$ cat src/hdl/bpc_pkg.sv
// Shared constants, codes and the sequencer state type for the barometric
// sensor compensation block. No dependencies.
`default_nettype none

package bpc_pkg;

    // Field and register widths.
    localparam int RAW_W      = 24;
    localparam int CFG_W      = 16;
    localparam int CFG_IDX_W  = 3;
    localparam int DT_W       = 25;
    localparam int TEMP_W     = 19;
    localparam int PRES_W     = 32;
    localparam int IN_DATA_W  = 24;
    localparam int OUT_DATA_W = 56;

    // Shared multiplier: signed operands, registered product.
    localparam int MUL_W  = 26;
    localparam int PROD_W = 2 * MUL_W;

    // Internal accumulator widths.
    localparam int OFF_W = 42;
    localparam int T2_W  = 17;
    localparam int ACC_W = 64;

    // Configuration register indexes.
    localparam logic [CFG_IDX_W-1:0] CFG_C1 = 3'd0;
    localparam logic [CFG_IDX_W-1:0] CFG_C2 = 3'd1;
    localparam logic [CFG_IDX_W-1:0] CFG_C3 = 3'd2;
    localparam logic [CFG_IDX_W-1:0] CFG_C4 = 3'd3;
    localparam logic [CFG_IDX_W-1:0] CFG_C5 = 3'd4;
    localparam logic [CFG_IDX_W-1:0] CFG_C6 = 3'd5;

    // Input selector and result kind codes.
    localparam logic FUNC_TEMP = 1'b0;
    localparam logic FUNC_PRES = 1'b1;
    localparam logic KIND_TEMP = 1'b0;
    localparam logic KIND_PRES = 1'b1;

    // Temperature thresholds in hundredths of a degree.
    localparam logic signed [TEMP_W-1:0] T_REF  = 19'sd2000;
    localparam logic signed [TEMP_W-1:0] T_VLOW = -19'sd1500;

    // Sequencer states, one-hot.
    typedef enum logic [16:0] {
        S_IDLE  = 17'h00001,
        S_T_MUL = 17'h00002,
        S_T_FIN = 17'h00004,
        S_P_OFF = 17'h00008,
        S_P_SNS = 17'h00010,
        S_P_DT2 = 17'h00020,
        S_P_A   = 17'h00040,
        S_P_B   = 17'h00080,
        S_P_C   = 17'h00100,
        S_P_SC  = 17'h00200,
        S_P_ABS = 17'h00400,
        S_P_MLO = 17'h00800,
        S_P_MHI = 17'h01000,
        S_P_ACC = 17'h02000,
        S_P_NEG = 17'h04000,
        S_P_SUB = 17'h08000,
        S_DONE  = 17'h10000
    } t_state;

endpackage

`default_nettype wire

$ cat src/hdl/baro_temp_pressure_compensation.sv
// Barometric sensor compensation: first-order temperature, offset and
// sensitivity, second-order low-temperature correction and pressure.
// Depends on bpc_pkg and bpc_mul.
//
// Usage:
// Input beats carry a raw 24-bit conversion in tdata and the conversion kind
// in tuser (0 temperature, 1 pressure). Output beats carry the temperature in
// hundredths of a degree and the pressure in pascals in tdata, and the result
// kind in tuser. Every input beat produces exactly one output beat.
// Calibration words are written through the plain write port; the user must
// do so only while idle, as the block itself does not enforce it. All
// arithmetic runs through one registered 26x26 multiplier stepped by a
// one-hot sequencer. A temperature beat passes through one multiply and a
// finish step, a pressure beat through eight multiplies plus the sign,
// accumulate, offset and finish steps, before its result is loaded.
// The block takes one beat at a time: tready is high only in the idle state.
// A finished result sits in the output register; the block accepts the next
// beat while it waits, and holds its new result back until the register
// frees up, so a stalled receiver loses nothing.
// Reset (synchronous, active low) clears the calibration words, the kept
// temperature difference and temperature, and the output valid flag.
`default_nettype none

module baro_temp_pressure_compensation (
    input  wire logic                                i_clk,
    input  wire logic                                i_rst_n,
    input  wire logic                                i_cfg_we,
    input  wire logic [bpc_pkg::CFG_IDX_W-1:0]       i_cfg_idx,
    input  wire logic [bpc_pkg::CFG_W-1:0]           i_cfg_data,
    input  wire logic                                i_s_axis_tvalid,
    output logic                                     o_s_axis_tready,
    // tdata: raw_value[23:0]
    input  wire logic [bpc_pkg::IN_DATA_W-1:0]       i_s_axis_tdata,
    // tuser: func[0]
    input  wire logic                                i_s_axis_tuser,
    output logic                                     o_m_axis_tvalid,
    input  wire logic                                i_m_axis_tready,
    // tdata: temperature_centi[18:0], pressure_pa[50:19], zero pad[55:51]
    output logic [bpc_pkg::OUT_DATA_W-1:0]           o_m_axis_tdata,
    // tuser: result_kind[0]
    output logic                                     o_m_axis_tuser
);
    import bpc_pkg::*;

    // Calibration words.
    logic [CFG_W-1:0] r_c1, r_c2, r_c3, r_c4, r_c5, r_c6;

    // Sequencer and datapath registers.
    t_state                    r_state, n_state;
    logic                      r_func, n_func;
    logic [RAW_W-1:0]          r_raw, n_raw;
    logic signed [DT_W-1:0]    r_dt, n_dt;
    logic signed [TEMP_W-1:0]  r_temp, n_temp;
    logic signed [OFF_W-1:0]   r_off, n_off;
    logic signed [OFF_W-1:0]   r_sens, n_sens;
    logic                      r_neg, n_neg;
    logic [T2_W-1:0]           r_t2, n_t2;
    logic [ACC_W-1:0]          r_acc, n_acc;
    logic signed [PRES_W-1:0]  r_p, n_p;
    logic                      r_out_valid, n_out_valid;
    logic [OUT_DATA_W-1:0]     r_out_data, n_out_data;
    logic                      r_out_kind, n_out_kind;

    // Multiplier operands and product.
    logic signed [MUL_W-1:0]   w_op_a, w_op_b;
    logic signed [PROD_W-1:0]  w_prod;

    // Helper values.
    logic                      w_accept;
    logic                      w_slot;
    logic                      w_low;
    logic                      w_vlow;
    logic signed [MUL_W-1:0]   w_dt_ext;
    logic signed [21:0]        w_d22;
    logic signed [21:0]        w_d5;
    logic signed [22:0]        w_e23;
    logic signed [22:0]        w_e7;
    logic signed [22:0]        w_e11;
    logic [PROD_W-1:0]         w_rnd7, w_rnd8, w_rnd23;
    logic signed [20:0]        w_t1;
    logic signed [20:0]        w_tc;
    logic [ACC_W-1:0]          w_mag;
    logic [ACC_W-1:0]          w_rnd15;
    logic signed [48:0]        w_q;
    logic signed [PRES_W-1:0]  w_pclamp;

    // Saturate a widened temperature to the 19-bit signed range.
    function automatic logic signed [TEMP_W-1:0] clamp_temp(input logic signed [20:0] v);
        logic signed [TEMP_W-1:0] res;
        if (v > 21'sd262143) begin
            res = 19'sd262143;
        end else if (v < -21'sd262144) begin
            res = -19'sd262144;
        end else begin
            res = v[TEMP_W-1:0];
        end
        return res;
    endfunction

    // Configuration writes.
    always_ff @(posedge i_clk) begin
        if (!i_rst_n) begin
            r_c1 <= '0;
            r_c2 <= '0;
            r_c3 <= '0;
            r_c4 <= '0;
            r_c5 <= '0;
            r_c6 <= '0;
        end else if (i_cfg_we) begin
            unique case (i_cfg_idx)
                CFG_C1:  r_c1 <= i_cfg_data;
                CFG_C2:  r_c2 <= i_cfg_data;
                CFG_C3:  r_c3 <= i_cfg_data;
                CFG_C4:  r_c4 <= i_cfg_data;
                CFG_C5:  r_c5 <= i_cfg_data;
                CFG_C6:  r_c6 <= i_cfg_data;
                default: ;
            endcase
        end
    end

    // Handshake and comparisons on the kept temperature.
    assign o_s_axis_tready = (r_state == S_IDLE);
    assign w_accept        = i_s_axis_tvalid && o_s_axis_tready;
    assign w_slot          = !r_out_valid || i_m_axis_tready;
    assign w_low           = (r_temp < T_REF);
    assign w_vlow          = (r_temp < T_VLOW);

    // Operand preparation: dT, 5*(T-2000), 7*(T+1500) and 11*(T+1500).
    assign w_dt_ext = {r_dt[DT_W-1], r_dt};
    assign w_d22    = {{3{r_temp[TEMP_W-1]}}, r_temp} - 22'sd2000;
    assign w_d5     = (w_d22 <<< 2) + w_d22;
    assign w_e23    = {{4{r_temp[TEMP_W-1]}}, r_temp} + 23'sd1500;
    assign w_e7     = (w_e23 <<< 3) - w_e23;
    assign w_e11    = (w_e23 <<< 3) + (w_e23 <<< 1) + w_e23;

    // Operand selection for the shared multiplier.
    always_comb begin
        w_op_a = '0;
        w_op_b = '0;
        unique case (r_state)
            S_T_MUL: begin
                w_op_a = w_dt_ext;
                w_op_b = $signed({10'd0, r_c6});
            end
            S_P_OFF: begin
                w_op_a = w_dt_ext;
                w_op_b = $signed({10'd0, r_c4});
            end
            S_P_SNS: begin
                w_op_a = w_dt_ext;
                w_op_b = $signed({10'd0, r_c3});
            end
            S_P_DT2: begin
                w_op_a = w_dt_ext;
                w_op_b = w_dt_ext;
            end
            S_P_A: begin
                w_op_a = {{4{w_d5[21]}}, w_d5};
                w_op_b = {{4{w_d22[21]}}, w_d22};
            end
            S_P_B: begin
                w_op_a = {{3{w_e7[22]}}, w_e7};
                w_op_b = {{3{w_e23[22]}}, w_e23};
            end
            S_P_C: begin
                w_op_a = {{3{w_e11[22]}}, w_e11};
                w_op_b = {{3{w_e23[22]}}, w_e23};
            end
            S_P_MLO: begin
                w_op_a = $signed({2'b00, r_sens[23:0]});
                w_op_b = $signed({2'b00, r_raw});
            end
            S_P_MHI: begin
                w_op_a = $signed({9'd0, r_sens[40:24]});
                w_op_b = $signed({2'b00, r_raw});
            end
            default: begin
                w_op_a = '0;
                w_op_b = '0;
            end
        endcase
    end

    bpc_mul u_mul (
        .i_clk (i_clk),
        .i_a   (w_op_a),
        .i_b   (w_op_b),
        .o_p   (w_prod)
    );

    // Truncating power-of-two divisions: bias negative values before the shift.
    assign w_rnd7  = w_prod + {45'd0, {7{w_prod[PROD_W-1]}}};
    assign w_rnd8  = w_prod + {44'd0, {8{w_prod[PROD_W-1]}}};
    assign w_rnd23 = w_prod + {29'd0, {23{w_prod[PROD_W-1]}}};
    assign w_t1    = $signed({w_rnd23[42], w_rnd23[42:23]}) + 21'sd2000;
    assign w_tc    = {{2{r_temp[TEMP_W-1]}}, r_temp} - {4'd0, r_t2};
    assign w_mag   = {21'd0, r_acc[ACC_W-1:21]};
    assign w_rnd15 = r_acc + {49'd0, {15{r_acc[ACC_W-1]}}};
    assign w_q     = $signed(w_rnd15[ACC_W-1:15]);

    // Pressure saturation to 32 bits.
    always_comb begin
        if (w_q > 49'sd2147483647) begin
            w_pclamp = 32'sh7FFFFFFF;
        end else if (w_q < -49'sd2147483648) begin
            w_pclamp = 32'sh80000000;
        end else begin
            w_pclamp = w_q[PRES_W-1:0];
        end
    end

    // Sequencer: most states consume the product of the state before and issue the next operands.
    always_comb begin
        n_state     = r_state;
        n_func      = r_func;
        n_raw       = r_raw;
        n_dt        = r_dt;
        n_temp      = r_temp;
        n_off       = r_off;
        n_sens      = r_sens;
        n_neg       = r_neg;
        n_t2        = r_t2;
        n_acc       = r_acc;
        n_p         = r_p;
        n_out_valid = r_out_valid && !i_m_axis_tready;
        n_out_data  = r_out_data;
        n_out_kind  = r_out_kind;
        unique case (r_state)
            S_IDLE: begin
                if (w_accept) begin
                    n_func = i_s_axis_tuser;
                    n_raw  = i_s_axis_tdata;
                    if (i_s_axis_tuser == FUNC_TEMP) begin
                        n_dt    = $signed({1'b0, i_s_axis_tdata}) - $signed({1'b0, r_c5, 8'd0});
                        n_state = S_T_MUL;
                    end else begin
                        n_state = S_P_OFF;
                    end
                end
            end
            S_T_MUL: n_state = S_T_FIN;
            S_T_FIN: begin
                n_temp  = clamp_temp(w_t1);
                n_p     = '0;
                n_state = S_DONE;
            end
            S_P_OFF: n_state = S_P_SNS;
            S_P_SNS: begin
                n_off   = $signed({10'd0, r_c2, 16'd0}) + $signed(w_rnd7[48:7]);
                n_state = S_P_DT2;
            end
            S_P_DT2: begin
                n_sens  = $signed({11'd0, r_c1, 15'd0}) + $signed(w_rnd8[49:8]);
                n_state = S_P_A;
            end
            S_P_A: begin
                n_t2    = w_low ? w_prod[47:31] : '0;
                n_state = S_P_B;
            end
            S_P_B: begin
                // Second-order correction terms 5A/2 and 5A/4.
                if (w_low) begin
                    n_off  = r_off - $signed({1'b0, w_prod[41:1]});
                    n_sens = r_sens - $signed({2'b00, w_prod[41:2]});
                end
                n_state = S_P_C;
            end
            S_P_C: begin
                // Extra offset term 7B at very low temperature.
                if (w_vlow) begin
                    n_off = r_off - $signed(w_prod[41:0]);
                end
                n_state = S_P_SC;
            end
            S_P_SC: begin
                // Extra sensitivity term 11B/2, then the corrected temperature.
                if (w_vlow) begin
                    n_sens = r_sens - $signed({1'b0, w_prod[41:1]});
                end
                n_temp  = clamp_temp(w_tc);
                n_state = S_P_ABS;
            end
            S_P_ABS: begin
                n_neg   = r_sens[OFF_W-1];
                n_sens  = r_sens[OFF_W-1] ? (42'sd0 - r_sens) : r_sens;
                n_state = S_P_MLO;
            end
            S_P_MLO: n_state = S_P_MHI;
            S_P_MHI: begin
                n_acc   = {16'd0, w_prod[47:0]};
                n_state = S_P_ACC;
            end
            S_P_ACC: begin
                n_acc   = r_acc + {w_prod[39:0], 24'd0};
                n_state = S_P_NEG;
            end
            S_P_NEG: begin
                n_acc   = r_neg ? (64'd0 - w_mag) : w_mag;
                n_state = S_P_SUB;
            end
            S_P_SUB: begin
                n_acc   = r_acc - {{22{r_off[OFF_W-1]}}, r_off};
                n_state = S_DONE;
            end
            S_DONE: begin
                // Pressure saturates here for pressure beats; temperature beats
                // already cleared it.
                if (w_slot) begin
                    n_out_valid = 1'b1;
                    n_out_kind  = r_func;
                    if (r_func == FUNC_PRES) begin
                        n_p        = w_pclamp;
                        n_out_data = {5'd0, w_pclamp, r_temp};
                    end else begin
                        n_out_data = {5'd0, r_p, r_temp};
                    end
                    n_state = S_IDLE;
                end
            end
            default: n_state = S_IDLE;
        endcase
    end

    // Control state and kept sensor state.
    always_ff @(posedge i_clk) begin
        if (!i_rst_n) begin
            r_state     <= S_IDLE;
            r_out_valid <= 1'b0;
            r_dt        <= '0;
            r_temp      <= '0;
        end else begin
            r_state     <= n_state;
            r_out_valid <= n_out_valid;
            r_dt        <= n_dt;
            r_temp      <= n_temp;
        end
    end

    // Datapath payload registers.
    always_ff @(posedge i_clk) begin
        r_func     <= n_func;
        r_raw      <= n_raw;
        r_off      <= n_off;
        r_sens     <= n_sens;
        r_neg      <= n_neg;
        r_t2       <= n_t2;
        r_acc      <= n_acc;
        r_p        <= n_p;
        r_out_data <= n_out_data;
        r_out_kind <= n_out_kind;
    end

    assign o_m_axis_tvalid = r_out_valid;
    assign o_m_axis_tdata  = r_out_data;
    assign o_m_axis_tuser  = r_out_kind;

    // An accepted beat keeps the block busy for at least the next cycle.
    a_busy_after_accept: assert property (@(posedge i_clk) disable iff (!i_rst_n)
        w_accept |=> !o_s_axis_tready)
        else $error("input accepted on two consecutive cycles");

    // A pressure beat never disturbs the kept temperature difference.
    a_dt_kept: assert property (@(posedge i_clk) disable iff (!i_rst_n)
        (w_accept && i_s_axis_tuser == FUNC_PRES) |=> $stable(r_dt))
        else $error("pressure beat changed the temperature difference");

    // Temperature results carry a zero pressure field.
    a_temp_zero_p: assert property (@(posedge i_clk) disable iff (!i_rst_n)
        (r_out_valid && r_out_kind == KIND_TEMP) |-> (r_out_data[50:19] == '0))
        else $error("temperature result with nonzero pressure");

    // A finished result with a free output slot is presented next cycle.
    a_result_loaded: assert property (@(posedge i_clk) disable iff (!i_rst_n)
        (r_state == S_DONE && w_slot) |=> r_out_valid)
        else $error("finished result not loaded into the output register");

endmodule

`default_nettype wire

$ cat src/hdl/bpc_mul.sv
// Shared signed multiplier with a registered product.
// Depends on bpc_pkg for the operand width.
`default_nettype none

module bpc_mul (
    input  wire logic                               i_clk,
    input  wire logic signed [bpc_pkg::MUL_W-1:0]  i_a,
    input  wire logic signed [bpc_pkg::MUL_W-1:0]  i_b,
    output logic signed [bpc_pkg::PROD_W-1:0]       o_p
);
    import bpc_pkg::*;

    logic signed [PROD_W-1:0] r_p;

    // One product per cycle, available the cycle after the operands.
    always_ff @(posedge i_clk) begin
        r_p <= i_a * i_b;
    end

    assign o_p = r_p;

endmodule

`default_nettype wire

$ cat config.mk
export PLATFORM = sky130hd
export DESIGN_NAME = baro_temp_pressure_compensation
export DESIGN_NICKNAME = d
export VERILOG_FILES = /design/src/hdl/bpc_pkg.sv /design/src/hdl/baro_temp_pressure_compensation.sv /design/src/hdl/bpc_mul.sv
export SDC_FILE = /design/constraint.sdc
export NUM_CORES = 2
export LEC_CHECK = 0
export BUFFER_PORTS_ARGS = -buffer_cell sky130_fd_sc_hd__buf_2
export CELL_PAD_IN_SITES_DETAIL_PLACEMENT = 1
export CELL_PAD_IN_SITES_GLOBAL_PLACEMENT = 1
export CORE_ASPECT_RATIO = 2
export CORE_UTILIZATION = 46
export DETAILED_ROUTE_END_ITERATION = 16
export PLACE_DENSITY = 0.84
export REMOVE_ABC_BUFFERS = 1
export SETUP_SLACK_MARGIN = 0.3
export SYNTH_ARGS = -nofsm -noshare
export SYNTH_HDL_FRONTEND = slang
export SYNTH_HIERARCHICAL = 1
export SYNTH_SLANG_ARGS = --single-unit
export TNS_END_PERCENT = 20
$ cat constraint.sdc
create_clock -name i_clk -period 12.1 [get_ports i_clk]
set_input_delay 3.025 -clock i_clk [delete_from_list [all_inputs] [get_ports i_clk]]
set_output_delay 3.025 -clock i_clk [all_outputs]
set_load 0.05 [all_outputs]
==> impl_metrics.yaml <==
layout:
  nets: 9139
  design_area_sq_mm: 0.0735
  fill_cells: 17100
  drive_above_1_share_pct: 8.56
  syn_to_final_growth_pct: 8.95
die:
  die_y_um: 544
  io_pins: 108
  core_area_sq_mm: 0.145
  chipWidth_um: 273
  die-area_sq_mm: 0.148
  rows: 198
  start_util_pct: 46.4
placed_design:
  place.gp.congestion: 1.08
  place_area_sq_mm: 0.0714
  io_buffers: 102
  dp_hpwl_mm: 241
clock_network:
  cts_made_buffers: 52
  root_buffer: "clkbuf_16"
  clk_path_buf_depth: 3
  clkLatencyLatePin_ns: 0.73
  cts_tree: "yes"
  path_clk_slew_ns: 0.07
  htree_levels: 2
  clkSinkCount: 484
run_status:
  status: "complete, no violations"
critical_path:
  cp-end-kind: "flop"
  crit_type: "reg -> reg"
  max_stage_delay_ns: 0.68
  critPathSlowestCell: "o21ai_4"
  cp.arrival_ns: 12.06
  critical_path_buf_inv_count: 9
  cp.required_ns: 12.68
  crit_path_start_kind: "flop"
  path_max_fanout: 11
  path_delay_family: "adder cells"
  cpMostUsedCell: "fa_1"
route:
  viasPerCell: 6.42
  drtPass1Iterations: 8
  wl_mm: 306
  drt_iter0_drc: 4391
  drc_errors: 0
  post_drt_wl_per_cell_um: 31.2
  vias: 63000
  ant_nets: 0
pwr:
  leakage_nw: 34.0
  p_per_area_mw_per_mm2: 51.5
  ir_drop_mv: 0.120
yosys:
  synth_warnings: 6
  syn_area_sq_mm: 0.0675
  syn_inst: 7773
  synth.avg_cell_area_sq_um: 8.68
global_route:
  grt_use_total_pct: 41.7
  grt-ovfl-total: 0
  grt_pass1_wl_mm: 453
  grt_pass1_vias: 71500
  grt_max_degree: 109
  antenna_found_initial: 24
timing:
  setup_violations: 0
  fin_crit_sh_pct: 94.8
  clock-skew-final_ns: 0.0855
  max-slew-margin-rel_pct: 11.4
  fin_crit_ns: 11.48
  rsz0062_at_grt: "false"
  drv_slew: 0
  hold_viol_final: 0
  tightest_slew_ns: 1.33
  setup_tns_ns: 0
  timing.fmax_ghz: 0.0871
flow_run:
  cap_violations: 0
min_path:
  hp-class: "reg -> reg"
[cell usage in the layout, fill, tap and decap left out, types with 62 or more instances in the layout]
master / instances
xnor2_1: 325
nand2_1: 975
buf_4: 300
a22oi_1: 87
edfxtp_1: 275
and3_1: 62
o21a_1: 74
dfxtp_1: 209
ha_1: 501
a21boi_0: 127
mux2i_1: 83
and2_1: 319
nor3_1: 95
xor2_1: 230
nor2b_1: 64
fa_1: 732
buf_2: 101
inv_1: 951
a21o_1: 174
a21oi_1: 357
nor2_1: 343
o21ai_0: 284
nand3_1: 135
[final cells by class]
class / count / area (sq um) / share of cell area (%)
Antenna cell: 15 / 37.5 / 0.0511
Clock inverter: 34 / 429 / 0.584
Sequential cell: 484 / 12400 / 16.9
Inverter: 961 / 3610 / 4.91
Timing Repair Buffer: 406 / 2830 / 3.85
Tap cell: 1900 / 2380 / 3.23
Multi-Input combinational cell: 5948 / 50400 / 68.5
Clock buffer: 63 / 1410 / 1.91
[sequential cells by signal, indices dropped and copies added (netlist names), 16 cells and up]
signal,flops
r_sens,42
r_t2,17
r_acc,64
r_c3,16
r_c5,16
r_c1,16
r_c2,16
o_m_axis_tdata,51
r_p,32
r_temp,19
r_state,17
r_raw,24
u_mul/o_p,51
r_off,42
r_dt,25
r_c6,16
r_c4,16
[where the power goes]
group / leakage [nW] / total, mW / switching (mW) / internal [mW]
Sequential: 4.21 / 1.77 / 0.0199 / 1.75
Combinational: 28.8 / 0.200 / 0.140 / 0.0595
Clock: 0.896 / 1.82 / 0.826 / 0.990
[through the flow]
stage	total power, mW	hold WS [ns]	setup WS (ns)	instances	utilization [%]
2_1_floorplan	1.89	0.443	0.669	7393	-
3_3_place_gp	1.98	0.451	0.308	9696	49.1
3_5_place_dp	1.99	0.462	-0.116	9696	49.1
4_1_cts	3.78	0.471	0.309	9793	50.4
5_1_grt	3.85	0.494	0.211	9801	50.5
6_report	3.78	0.468	0.624	9811	50.6
[layer usage]
metal  vias up  wire length [um]  GRT usage, %
li1      26400                 -             -
met1     31300             88800          36.1
met2      3228            151000          72.5
met3      1967             22100          10.4
met4        14             44100          49.3
met5         -               132        0.0329
[path summary, 6_finish.rpt]
kind / from / to / slack, ns / cells past startpoint
setup / recovery: r_temp[7]$_SDFFE_PN0P_ / u_mul/o_p[46]$_DFF_P_ / 0.62 / 39
hold / removal: r_c6[11]$_SDFFE_PN0P_ / r_c6[11]$_SDFFE_PN0P_ / 0.47 / 2
setup reg to reg: r_temp[7]$_SDFFE_PN0P_ / u_mul/o_p[46]$_DFF_P_ / 0.62 / 39
hold reg to reg: r_c6[11]$_SDFFE_PN0P_ / r_c6[11]$_SDFFE_PN0P_ / 0.47 / 2
[worst min-delay path, cell delays in order (launching register included)]
cell      delay [ns]
dfxtp_1         0.31
nand2_1         0.05
a21boi_0        0.06
[what timing repair did]
action	4_1_cts	5_1_grt
endpoints found under the hold margin	0	0
hold buffers	0	0
setup endpoints to repair	14	19
pin swaps	0	3
gates resized for setup	14	30
buffers inserted	0	3
No activity file was read; power rests on OpenSTA's default activity.
